<file path="config.mk">
export PLATFORM = sky130hd
export DESIGN_NAME = whole_word_occurrence_counter
export DESIGN_NICKNAME = d
export VERILOG_FILES = /design/src/rtl/core/wcc_pkg.sv /design/src/rtl/core/wcc_cell.sv /design/src/rtl/core/whole_word_occurrence_counter.sv
export SDC_FILE = /design/constraint.sdc
export NUM_CORES = 1
export LEC_CHECK = 0
export ABC_AREA = 0
export BUFFER_PORTS_ARGS = -buffer_cell sky130_fd_sc_hd__buf_2
export CAP_MARGIN = 20
export CORE_UTILIZATION = 55
export CTS_CLUSTER_SIZE = 8
export DETAILED_ROUTE_END_ITERATION = 10
export HOLD_SLACK_MARGIN = 0.05
export PLACE_DENSITY = 0.76
export SYNTH_ARGS = -nofsm -noshare
export SYNTH_HDL_FRONTEND = slang
export SYNTH_HIERARCHICAL = 1
export SYNTH_SLANG_ARGS = --single-unit
export TNS_END_PERCENT = 30
</file>
<file path="constraint.sdc">
create_clock -name aclk -period 10.3 [get_ports aclk]
set_input_delay 2.06 -clock aclk [delete_from_list [all_inputs] [get_ports aclk]]
set_output_delay 2.06 -clock aclk [all_outputs]
set_load 0.05 [all_outputs]
</file>
<file path="src/rtl/core/wcc_pkg.sv">
package wcc_pkg;

    localparam int MAX_WORD_LEN = 8;
    localparam int WINDOW_DEPTH = MAX_WORD_LEN + 1;
    localparam int LEN_W        = $clog2(MAX_WORD_LEN + 1);
    localparam int IDX_W        = $clog2(WINDOW_DEPTH);
    localparam int SEL_W        = (MAX_WORD_LEN > 1) ? $clog2(MAX_WORD_LEN) : 1;
    localparam int PAT_W        = 8 * MAX_WORD_LEN;
    localparam int COUNT_W      = 16;
    localparam int SEEN_W       = 4;

    localparam logic [7:0]         WORD_LIMIT = 8'h40;
    localparam logic [COUNT_W-1:0] COUNT_MAX  = {COUNT_W{1'b1}};
    localparam logic [SEEN_W-1:0]  SEEN_MAX   = {SEEN_W{1'b1}};

    // configuration register indexes
    localparam logic REG_PATTERN_BYTES  = 1'b0;
    localparam logic REG_PATTERN_LENGTH = 1'b1;

    // compare results of one window cell
    typedef struct packed {
        logic eq_now;    // stored byte equals its pattern byte
        logic eq_next;   // incoming byte equals its pattern byte
        logic low_now;   // stored byte is a word separator
        logic low_next;  // incoming byte is a word separator
    } cell_flags_t;

    // pattern byte that window cell 'slot' faces for a word of length len
    function automatic logic [7:0] pat_for_cell(input logic [PAT_W-1:0] pat,
                                                input logic [3:0] len,
                                                input logic [3:0] slot);
        logic [3:0]       diff;
        logic [SEL_W-1:0] sel;
        diff = len - 4'd1 - slot;
        sel  = diff[SEL_W-1:0];
        return pat[8*sel +: 8];
    endfunction

endpackage

</file>
<file path="src/rtl/core/wcc_cell.sv">
module wcc_cell (
    input  logic                 aclk,
    input  logic                 aresetn,
    input  logic                 shift_en,
    input  logic                 clear,
    input  logic [7:0]           pat_byte,
    input  logic [7:0]           byte_in,
    output logic [7:0]           byte_out,
    output wcc_pkg::cell_flags_t flags
);

    logic [7:0] byte_reg;
    logic [7:0] byte_next;

    always_comb begin
        byte_next = byte_reg;
        if (clear) begin
            byte_next = 8'd0;
        end else if (shift_en) begin
            byte_next = byte_in;
        end
    end

    always_ff @(posedge aclk) begin
        if (!aresetn) begin
            byte_reg <= 8'd0;
        end else begin
            byte_reg <= byte_next;
        end
    end

    assign byte_out       = byte_reg;
    assign flags.eq_now   = (byte_reg == pat_byte);
    assign flags.eq_next  = (byte_in == pat_byte);
    assign flags.low_now  = (byte_reg < wcc_pkg::WORD_LIMIT);
    assign flags.low_next = (byte_in < wcc_pkg::WORD_LIMIT);

endmodule

</file>
<file path="src/rtl/core/whole_word_occurrence_counter.sv">
// Counts whole-word occurrences of a configured word (1 to 8 bytes) in a byte
// stream. Each s_ transfer carries one text byte; s_tlast marks the final byte
// of a text. A match counts only when the byte before it is below 0x40 or the
// word opens the text, and the byte after it is below 0x40 or the word closes
// the text. On the transfer with s_tlast set, one m_ transfer delivers the
// count (saturating at 65535) and the block starts over for the next text.
// Throughput is one byte per clock: a row of nine window cells shifts every
// accepted byte and all cells compare against the pattern in the same cycle,
// so the only stall comes from a count still waiting in the output register.
// The count is registered: it appears in the cycle after the last byte. Write
// pattern_bytes (index 0, first byte in the low bits) and pattern_length (index
// 1) on the cfg_ port only while no text is in flight; a length of 0 acts as 1
// and a length above 8 acts as 8.
module whole_word_occurrence_counter (
    input  logic                          aclk,
    input  logic                          aresetn,
    // configuration writes
    input  logic                          cfg_valid,
    output logic                          cfg_ready,
    input  logic                          cfg_index,
    input  logic [wcc_pkg::PAT_W-1:0]     cfg_data,
    // text input
    input  logic                          s_tvalid,
    output logic                          s_tready,
    input  logic [7:0]                    s_tdata,   // [7:0] text_byte
    input  logic                          s_tlast,   // end_of_text
    // count output
    output logic                          m_tvalid,
    input  logic                          m_tready,
    output logic [wcc_pkg::COUNT_W-1:0]   m_tdata    // [15:0] occurrence_count
);

    localparam int DEPTH = wcc_pkg::WINDOW_DEPTH;

    // configuration registers
    logic [wcc_pkg::PAT_W-1:0]   pattern_reg;
    logic [3:0]                  length_reg;
    logic [3:0]                  eff_len;

    // per-text state
    logic [wcc_pkg::SEEN_W-1:0]  seen_reg, seen_next, seen_inc;
    logic [wcc_pkg::COUNT_W-1:0] total_reg, total_next;
    logic [wcc_pkg::COUNT_W-1:0] total_a, total_b;

    // output register
    logic                        m_valid_reg, m_valid_next;
    logic [wcc_pkg::COUNT_W-1:0] m_data_reg, m_data_next;

    logic s_xfer;
    logic end_xfer;

    // cell row
    logic [7:0]           cell_in  [DEPTH];
    logic [7:0]           cell_out [DEPTH];
    wcc_pkg::cell_flags_t cell_flg [DEPTH];
    logic [DEPTH-1:0]     cmp_now_ok, cmp_next_ok;

    logic hit_prev;   // word ending on the previous byte, closed by this byte
    logic hit_last;   // word ending on the last byte of the text
    logic before_now, before_next;

    assign cfg_ready = 1'b1;

    always_ff @(posedge aclk) begin
        if (!aresetn) begin
            pattern_reg <= '0;
            length_reg  <= 4'd1;
        end else if (cfg_valid && cfg_ready) begin
            unique case (cfg_index)
                wcc_pkg::REG_PATTERN_BYTES:  pattern_reg <= cfg_data;
                wcc_pkg::REG_PATTERN_LENGTH: length_reg  <= cfg_data[3:0];
                default:                     pattern_reg <= pattern_reg;
            endcase
        end
    end

    // clamp the written length into 1..MAX_WORD_LEN
    always_comb begin
        if (length_reg == 4'd0) begin
            eff_len = 4'd1;
        end else if (length_reg > 4'(wcc_pkg::MAX_WORD_LEN)) begin
            eff_len = 4'(wcc_pkg::MAX_WORD_LEN);
        end else begin
            eff_len = length_reg;
        end
    end

    // accept a new byte whenever the output register is free or draining
    assign s_tready = !m_valid_reg || m_tready;
    assign s_xfer   = s_tvalid && s_tready;
    assign end_xfer = s_xfer && s_tlast;

    // window cells: cell 0 holds the newest byte, each cell feeds the next
    genvar g;
    generate
        for (g = 0; g < DEPTH; g++) begin : g_cell
            if (g == 0) begin : g_head
                assign cell_in[g] = s_tdata;
            end else begin : g_tail
                assign cell_in[g] = cell_out[g-1];
            end

            wcc_cell u_cell (
                .aclk     (aclk),
                .aresetn  (aresetn),
                .shift_en (s_xfer),
                .clear    (end_xfer),
                .pat_byte (wcc_pkg::pat_for_cell(pattern_reg, eff_len, 4'(g))),
                .byte_in  (cell_in[g]),
                .byte_out (cell_out[g]),
                .flags    (cell_flg[g])
            );

            // cells past the word length do not take part in the compare
            assign cmp_now_ok[g]  = cell_flg[g].eq_now  || (4'(g) >= eff_len);
            assign cmp_next_ok[g] = cell_flg[g].eq_next || (4'(g) >= eff_len);
        end
    endgenerate

    assign seen_inc = (seen_reg == wcc_pkg::SEEN_MAX) ? seen_reg
                                                      : seen_reg + 1'b1;

    // byte in front of the word: separator, or the word opens the text
    assign before_now  = (seen_reg > eff_len) ? cell_flg[eff_len[wcc_pkg::IDX_W-1:0]].low_now
                                              : 1'b1;
    assign before_next = (seen_inc > eff_len) ? cell_flg[eff_len[wcc_pkg::IDX_W-1:0]].low_next
                                              : 1'b1;

    // the incoming byte closes a word that ends in cell 0
    assign hit_prev = (seen_reg >= eff_len) && (s_tdata < wcc_pkg::WORD_LIMIT)
                   && (&cmp_now_ok) && before_now;
    // end of text closes a word that ends on the incoming byte
    assign hit_last = (seen_inc >= eff_len) && (&cmp_next_ok) && before_next;

    // two saturating increments, the second only on the last byte
    assign total_a = (hit_prev && total_reg != wcc_pkg::COUNT_MAX) ? total_reg + 1'b1
                                                                   : total_reg;
    assign total_b = (hit_last && total_a != wcc_pkg::COUNT_MAX) ? total_a + 1'b1
                                                                 : total_a;

    always_comb begin
        seen_next    = seen_reg;
        total_next   = total_reg;
        m_valid_next = m_valid_reg;
        m_data_next  = m_data_reg;
        if (m_valid_reg && m_tready) begin
            m_valid_next = 1'b0;
        end
        if (s_xfer) begin
            if (s_tlast) begin
                // hand over the count and start a fresh text
                seen_next    = '0;
                total_next   = '0;
                m_valid_next = 1'b1;
                m_data_next  = total_b;
            end else begin
                seen_next  = seen_inc;
                total_next = total_a;
            end
        end
    end

    always_ff @(posedge aclk) begin
        if (!aresetn) begin
            seen_reg    <= '0;
            total_reg   <= '0;
            m_valid_reg <= 1'b0;
        end else begin
            seen_reg    <= seen_next;
            total_reg   <= total_next;
            m_valid_reg <= m_valid_next;
        end
    end

    always_ff @(posedge aclk) begin
        m_data_reg <= m_data_next;
    end

    assign m_tvalid = m_valid_reg;
    assign m_tdata  = m_data_reg;

    // a text never carries state over into the next one
    assert property (@(posedge aclk) disable iff (!aresetn)
        end_xfer |=> (seen_reg == '0) && (total_reg == '0))
        else $error("text state not cleared after last byte");

    // input stalls only behind a pending count
    assert property (@(posedge aclk) disable iff (!aresetn)
        !s_tready |-> m_valid_reg)
        else $error("input stalled with empty output register");

    // byte count advances by one on a mid-text byte until it saturates
    assert property (@(posedge aclk) disable iff (!aresetn)
        (s_xfer && !s_tlast && seen_reg != wcc_pkg::SEEN_MAX)
        |=> seen_reg == $past(seen_reg) + 1'b1)
        else $error("byte count did not advance");

    // clamped length stays within the window
    assert property (@(posedge aclk) disable iff (!aresetn)
        (eff_len >= 4'd1) && (eff_len <= 4'(wcc_pkg::MAX_WORD_LEN)))
        else $error("word length out of range");

endmodule
</file>
Yosys cells after proc, flatten, opt, wreduce, memory -nomap -nowiden
Cells that the tools add are included.
{ "op_classes": {"add_sub_neg": 12, "n_lt_le_gt_ge": 25, "n_eq_ne": 21, "shifts": 9, "mux": 15, "bitwise_logic": 3, "reduce_logical": 37} }
{ "ops": {"columns": ["cell", "n"], "rows": [
  ["$shiftx A64 B7 Y8", 9],
  ["$eq A8 B8 Y1", 18],
  ["$lt A8 B7 Y1 const B", 10],
  ["$mux W16", 3],
  ["$add A16 B1 Y16 const B", 2],
  ["$ne A16 B16 Y1 const B", 2],
  ["$logic_or A1 B1 Y1", 19],
  ["$reduce_and A9 Y1", 2],
  ["$bmux W4 S4", 1],
  ["$ge A3 B4 Y1 const A", 4],
  ["$mux W4", 4],
  ["$sub A3 B3 Y3 const B", 4],
  ["$logic_and A1 B1 Y1", 10],
  ["$sub A3 B1 Y3 const B", 3],
  ["$ge A1 B4 Y1 const A", 2],
  ["$ge A2 B4 Y1 const A", 2],
  ["$ge A4 B4 Y1", 2],
  ["$gt A4 B4 Y1", 2],
  ["$reduce_and A2 Y1", 3],
  ["$sub A3 B2 Y3 const B", 2],
  ["$ge A5 B5 Y1 const B", 1],
  ["$mux W1", 5],
  ["$not A4 Y5", 1],
  ["$add A4 B1 Y4 const B", 1],
  ["8 further kinds", 10]
]} }
{ "word_totals": {"register_bits": 177, "input_bits": 79, "out_inout_bits": 19, "elab_cells": 137} }

Longest topological paths before layout
{ "depth": {"word_depth": 17, "mapped_depth": 30, "depth_no_buf": 25} }

Hierarchy
Netlist, hierarchy kept.
{ "by_module_without_submodules": {"columns": ["module", "n_inst", "cells_per_inst", "area_each_um2", "seq_area_each_um2"], "rows": [
  ["whole_word_occurrence_counter", 1, 1076, 8066.5, 2262.2],
  ["wcc_cell", 9, 51, 473.0, 160.2]
]} }

Least setup slack after synthesis
Ideal clock, no wire load.
{ "synth_path": {"path_kind": "register -> register", "start": "reg length_reg[1]", "end": "reg m_data_reg (netlist bit m_tdata[9]) (data pin)", "setup_time_ns": 0.266, "arrival_ns": 6.850, "required_ns": 10.034, "slack_ns": 3.185, "path_stages_with_launch": 29, "n_path_buf": 4, "period_less_slack_ns": 7.115, "cell_sequence": "dfxtp_1 -> clkbuf_1 -> nor2_1 -> o21a_1 -> inv_2 -> buf_1 -> ha_1 -> clkbuf_2 -> xor2_1 -> xor2_1 -> buf_2 -> mux2i_1 -> xnor2_1 -> nand4_1 -> nor2_1 -> or3b_1 -> o311ai_1 -> and3_1 -> and4_1 -> nand2_2 -> xnor2_1 -> ha_1 -> o21ai_0 -> nor4_1 -> o22ai_1 -> a2111oi_4 -> a31oi_4 -> and3_1 -> xor2_1"} }
{ "synth_rtl": {"columns": ["element", "line", "rtl"], "rows": [
  ["start, declared", "whole_word_occurrence_counter.sv:37", "logic [3:0] length_reg;"],
  ["start signal, assigned", "whole_word_occurrence_counter.sv:71", "wcc_pkg::REG_PATTERN_LENGTH: length_reg <= cfg_data[3:0];"],
  ["end signal, assigned", "whole_word_occurrence_counter.sv:176", "m_data_reg <= m_data_next;"],
  ["end, declared", "whole_word_occurrence_counter.sv:47", "logic [wcc_pkg::COUNT_W-1:0] m_data_reg, m_data_next;"]
]} }

==> results.py <==
metrics = {
    "sta": {
        "whs_ps": 508,
        "fmax_mhz": 124,
        "timing_worst_slew_pin_value_ps": 1140,
        "setup_viol": 0,
        "finalMaxSlewViolations": 0,
        "relSlewSlack_pct": 23.7,
        "finalSetupTns_ps": 0,
        "setup_slack_ps": 2240,
        "period_minus_slack_ps": 8060,
        "rsz0062_at_grt": "no",
        "hold_viol_final": 0,
        "skew_ps": 11.2,
        "fin_crit_sh_pct": 78.2,
    },
    "setup_path": {
        "r2r_slack_ps": 2240,
        "reg2regPathDepth": 28,
        "worstPathMaxFanout": 78,
        "worstPathArrival_ps": 8310,
        "timing.rr.start": "length_reg[3]",
        "critPathKind": "reg -> reg",
        "cpMostUsedCell": "buf_4",
        "crit_family": "simple AND/OR/NAND/NOR gates",
        "required_ps": 10560,
        "crit_path_start_kind": "register",
        "rr_endpoint": "m_tdata[11]",
        "timing.critical_path.buf_inv": 5,
        "max_stage_delay_ps": 570,
        "crit_slowest_cell": "buf_4",
        "end_kind": "register",
    },
    "pwr": {
        "p_switching_mw": 0.604,
        "p_leak_nw": 5.11,
        "power_density_nw_per_um2": 140,
        "clkPwrFrac_pct": 37.9,
        "irDropWorstVdd_v": 0.0000965,
        "power_mw": 1.88,
        "cell_internal_pwr_mw": 1.28,
        "switching_share_pct": 32.1,
        "p_seq_share_pct": 39.1,
        "p_comb_share_pct": 23.0,
    },
    "route": {
        "vias_per_cell": 5.93,
        "drt_iter0_markers": 995,
        "first_pass_iters": 7,
        "num_vias": 10989,
        "wl_per_cell_um": 19.7,
        "antenna_left": 0,
        "drt-total-wl_um": 36600,
        "drc": 0,
    },
    "clock_network": {
        "clock-sinks": 177,
        "clk_path_buf_depth": 2,
        "numCtsBuffers": 17,
        "cts_setup_buffers": 0,
        "cts_tree": "done",
        "ctsHoldBuffers": 0,
        "path_clk_slew_ps": 70,
        "cts_root_buf": "clkbuf_16",
        "h-tree-depth": 4,
        "cts_resized": 0,
        "insertion_delay_ps": 440,
    },
    "layout": {
        "nNetsFinal": 1655,
        "largest_reg_flops": 72,
        "final_cell_count_no_fill": 1854,
        "design_area_um2": 13400,
        "fin_util_pct": 61.3,
        "drive_gt1_share_pct": 12.5,
        "regArea_um2": 3700,
        "multiInputGateArea_um2": 8110,
        "area_growth_syn_to_layout_pct": 9.04,
        "n_fill_cell": 1980,
        "num_antenna_cells": 0,
    },
    "grt": {
        "grt_antenna_before_repair": 0,
        "gr-total-overflow": 0,
        "grt_max_degree": 79,
        "grt_pass1_wl_um": 55800,
        "grt_util_all_layers_pct": 32.2,
        "grt_pass1_vias": 9740,
    },
    "yosys": {
        "syn-num-nets": 1627,
        "yosysWarningCount": 6,
        "synthesis.instances": 1533,
        "syn_area_per_cell_um2": 8.03,
        "syn_area_um2": 12300,
    },
    "hold_path": {
        "hold_class": "reg -> reg",
        "whs_endpoint": "pattern_reg[8]",
        "hold_depth": 2,
        "min_from": "pattern_reg[8]",
    },
    "die": {
        "initial_core_util_pct": 56.3,
        "num_io_pins": 98,
        "die_h_um": 152,
        "die_x_um": 152,
        "dieArea_um2": 23000,
        "rows": 54,
        "core_um2": 21900,
    },
    "placement": {
        "numPortBuffers": 96,
        "placedCellCount": 1822,
        "dpl_cell_area_um2": 12800,
        "place.gp.congestion": 1.01,
        "post-dp-hpwl_um": 27600,
        "dp_slack_ps": 2360,
    },
    "run_status": {
        "status": "finished, final reports clean",
    },
    "job": {
        "cap_violations": 0,
    },
}
==> worst max path at each step <==
stage	to	from	slack [ps]	depth (start not counted)
after floorplan	m_tdata[9]	length_reg[1]	3180	28
after global placement	m_tdata[9]	length_reg[3]	2620	28
after detailed placement	m_tdata[9]	length_reg[3]	2360	28
after CTS	m_tdata[9]	length_reg[3]	2350	28
after global routing	m_tdata[11]	length_reg[3]	1710	28
final	m_tdata[11]	length_reg[3]	2240	28
==> power groups by stage <==
stage	Combinational (mW)	Clock (mW)	Sequential, mW
6_report	0.433	0.712	0.736
5_1_grt	0.462	0.751	0.738
4_1_cts	0.427	0.720	0.735
3_5_place_dp	0.424	0	0.751
3_3_place_gp	0.421	0	0.750
2_1_floorplan	0.308	0	0.752
==> cell type report <==
| class | instances | area share, % |
|---|---|---|
| clock buffer | 19 | 3.46 |
| clock inverter | 13 | 1.37 |
| inverter | 12 | 0.345 |
| multi-input combinational | 1245 | 60.4 |
| sequential | 177 | 27.6 |
| tap | 280 | 2.61 |
| timing repair buffer | 108 | 4.25 |
==> worst min-delay path, cell delays in order, from the launching register on <==
cell and delay [ps]:
dfxtp_1 330, nand2_1 60, a21boi_0 70
==> routing by layer <==
| layer | up-vias | track usage, % | wire length (um) |
|---|---|---|---|
| li1 | 5303 | - | - |
| met1 | 5199 | 45.4 | 16500 |
| met2 | 406 | 50.6 | 16700 |
| met3 | 81 | 3.65 | 2270 |
| met4 | 0 | 11.1 | 1130 |
| met5 | - | 0 | 0 |
==> layout by cell type, fill, tap and decap left out, drive strengths merged, types with 48 or more instances in the layout <==
cell / count
nand2: 330
nand4: 48
nor2: 133
xnor2: 158
nand3: 56
mux2i: 171
dfxtp: 161
o21ai: 54
buf: 108
a21boi: 77
Note: power is estimated with default switching activity, not from simulation.
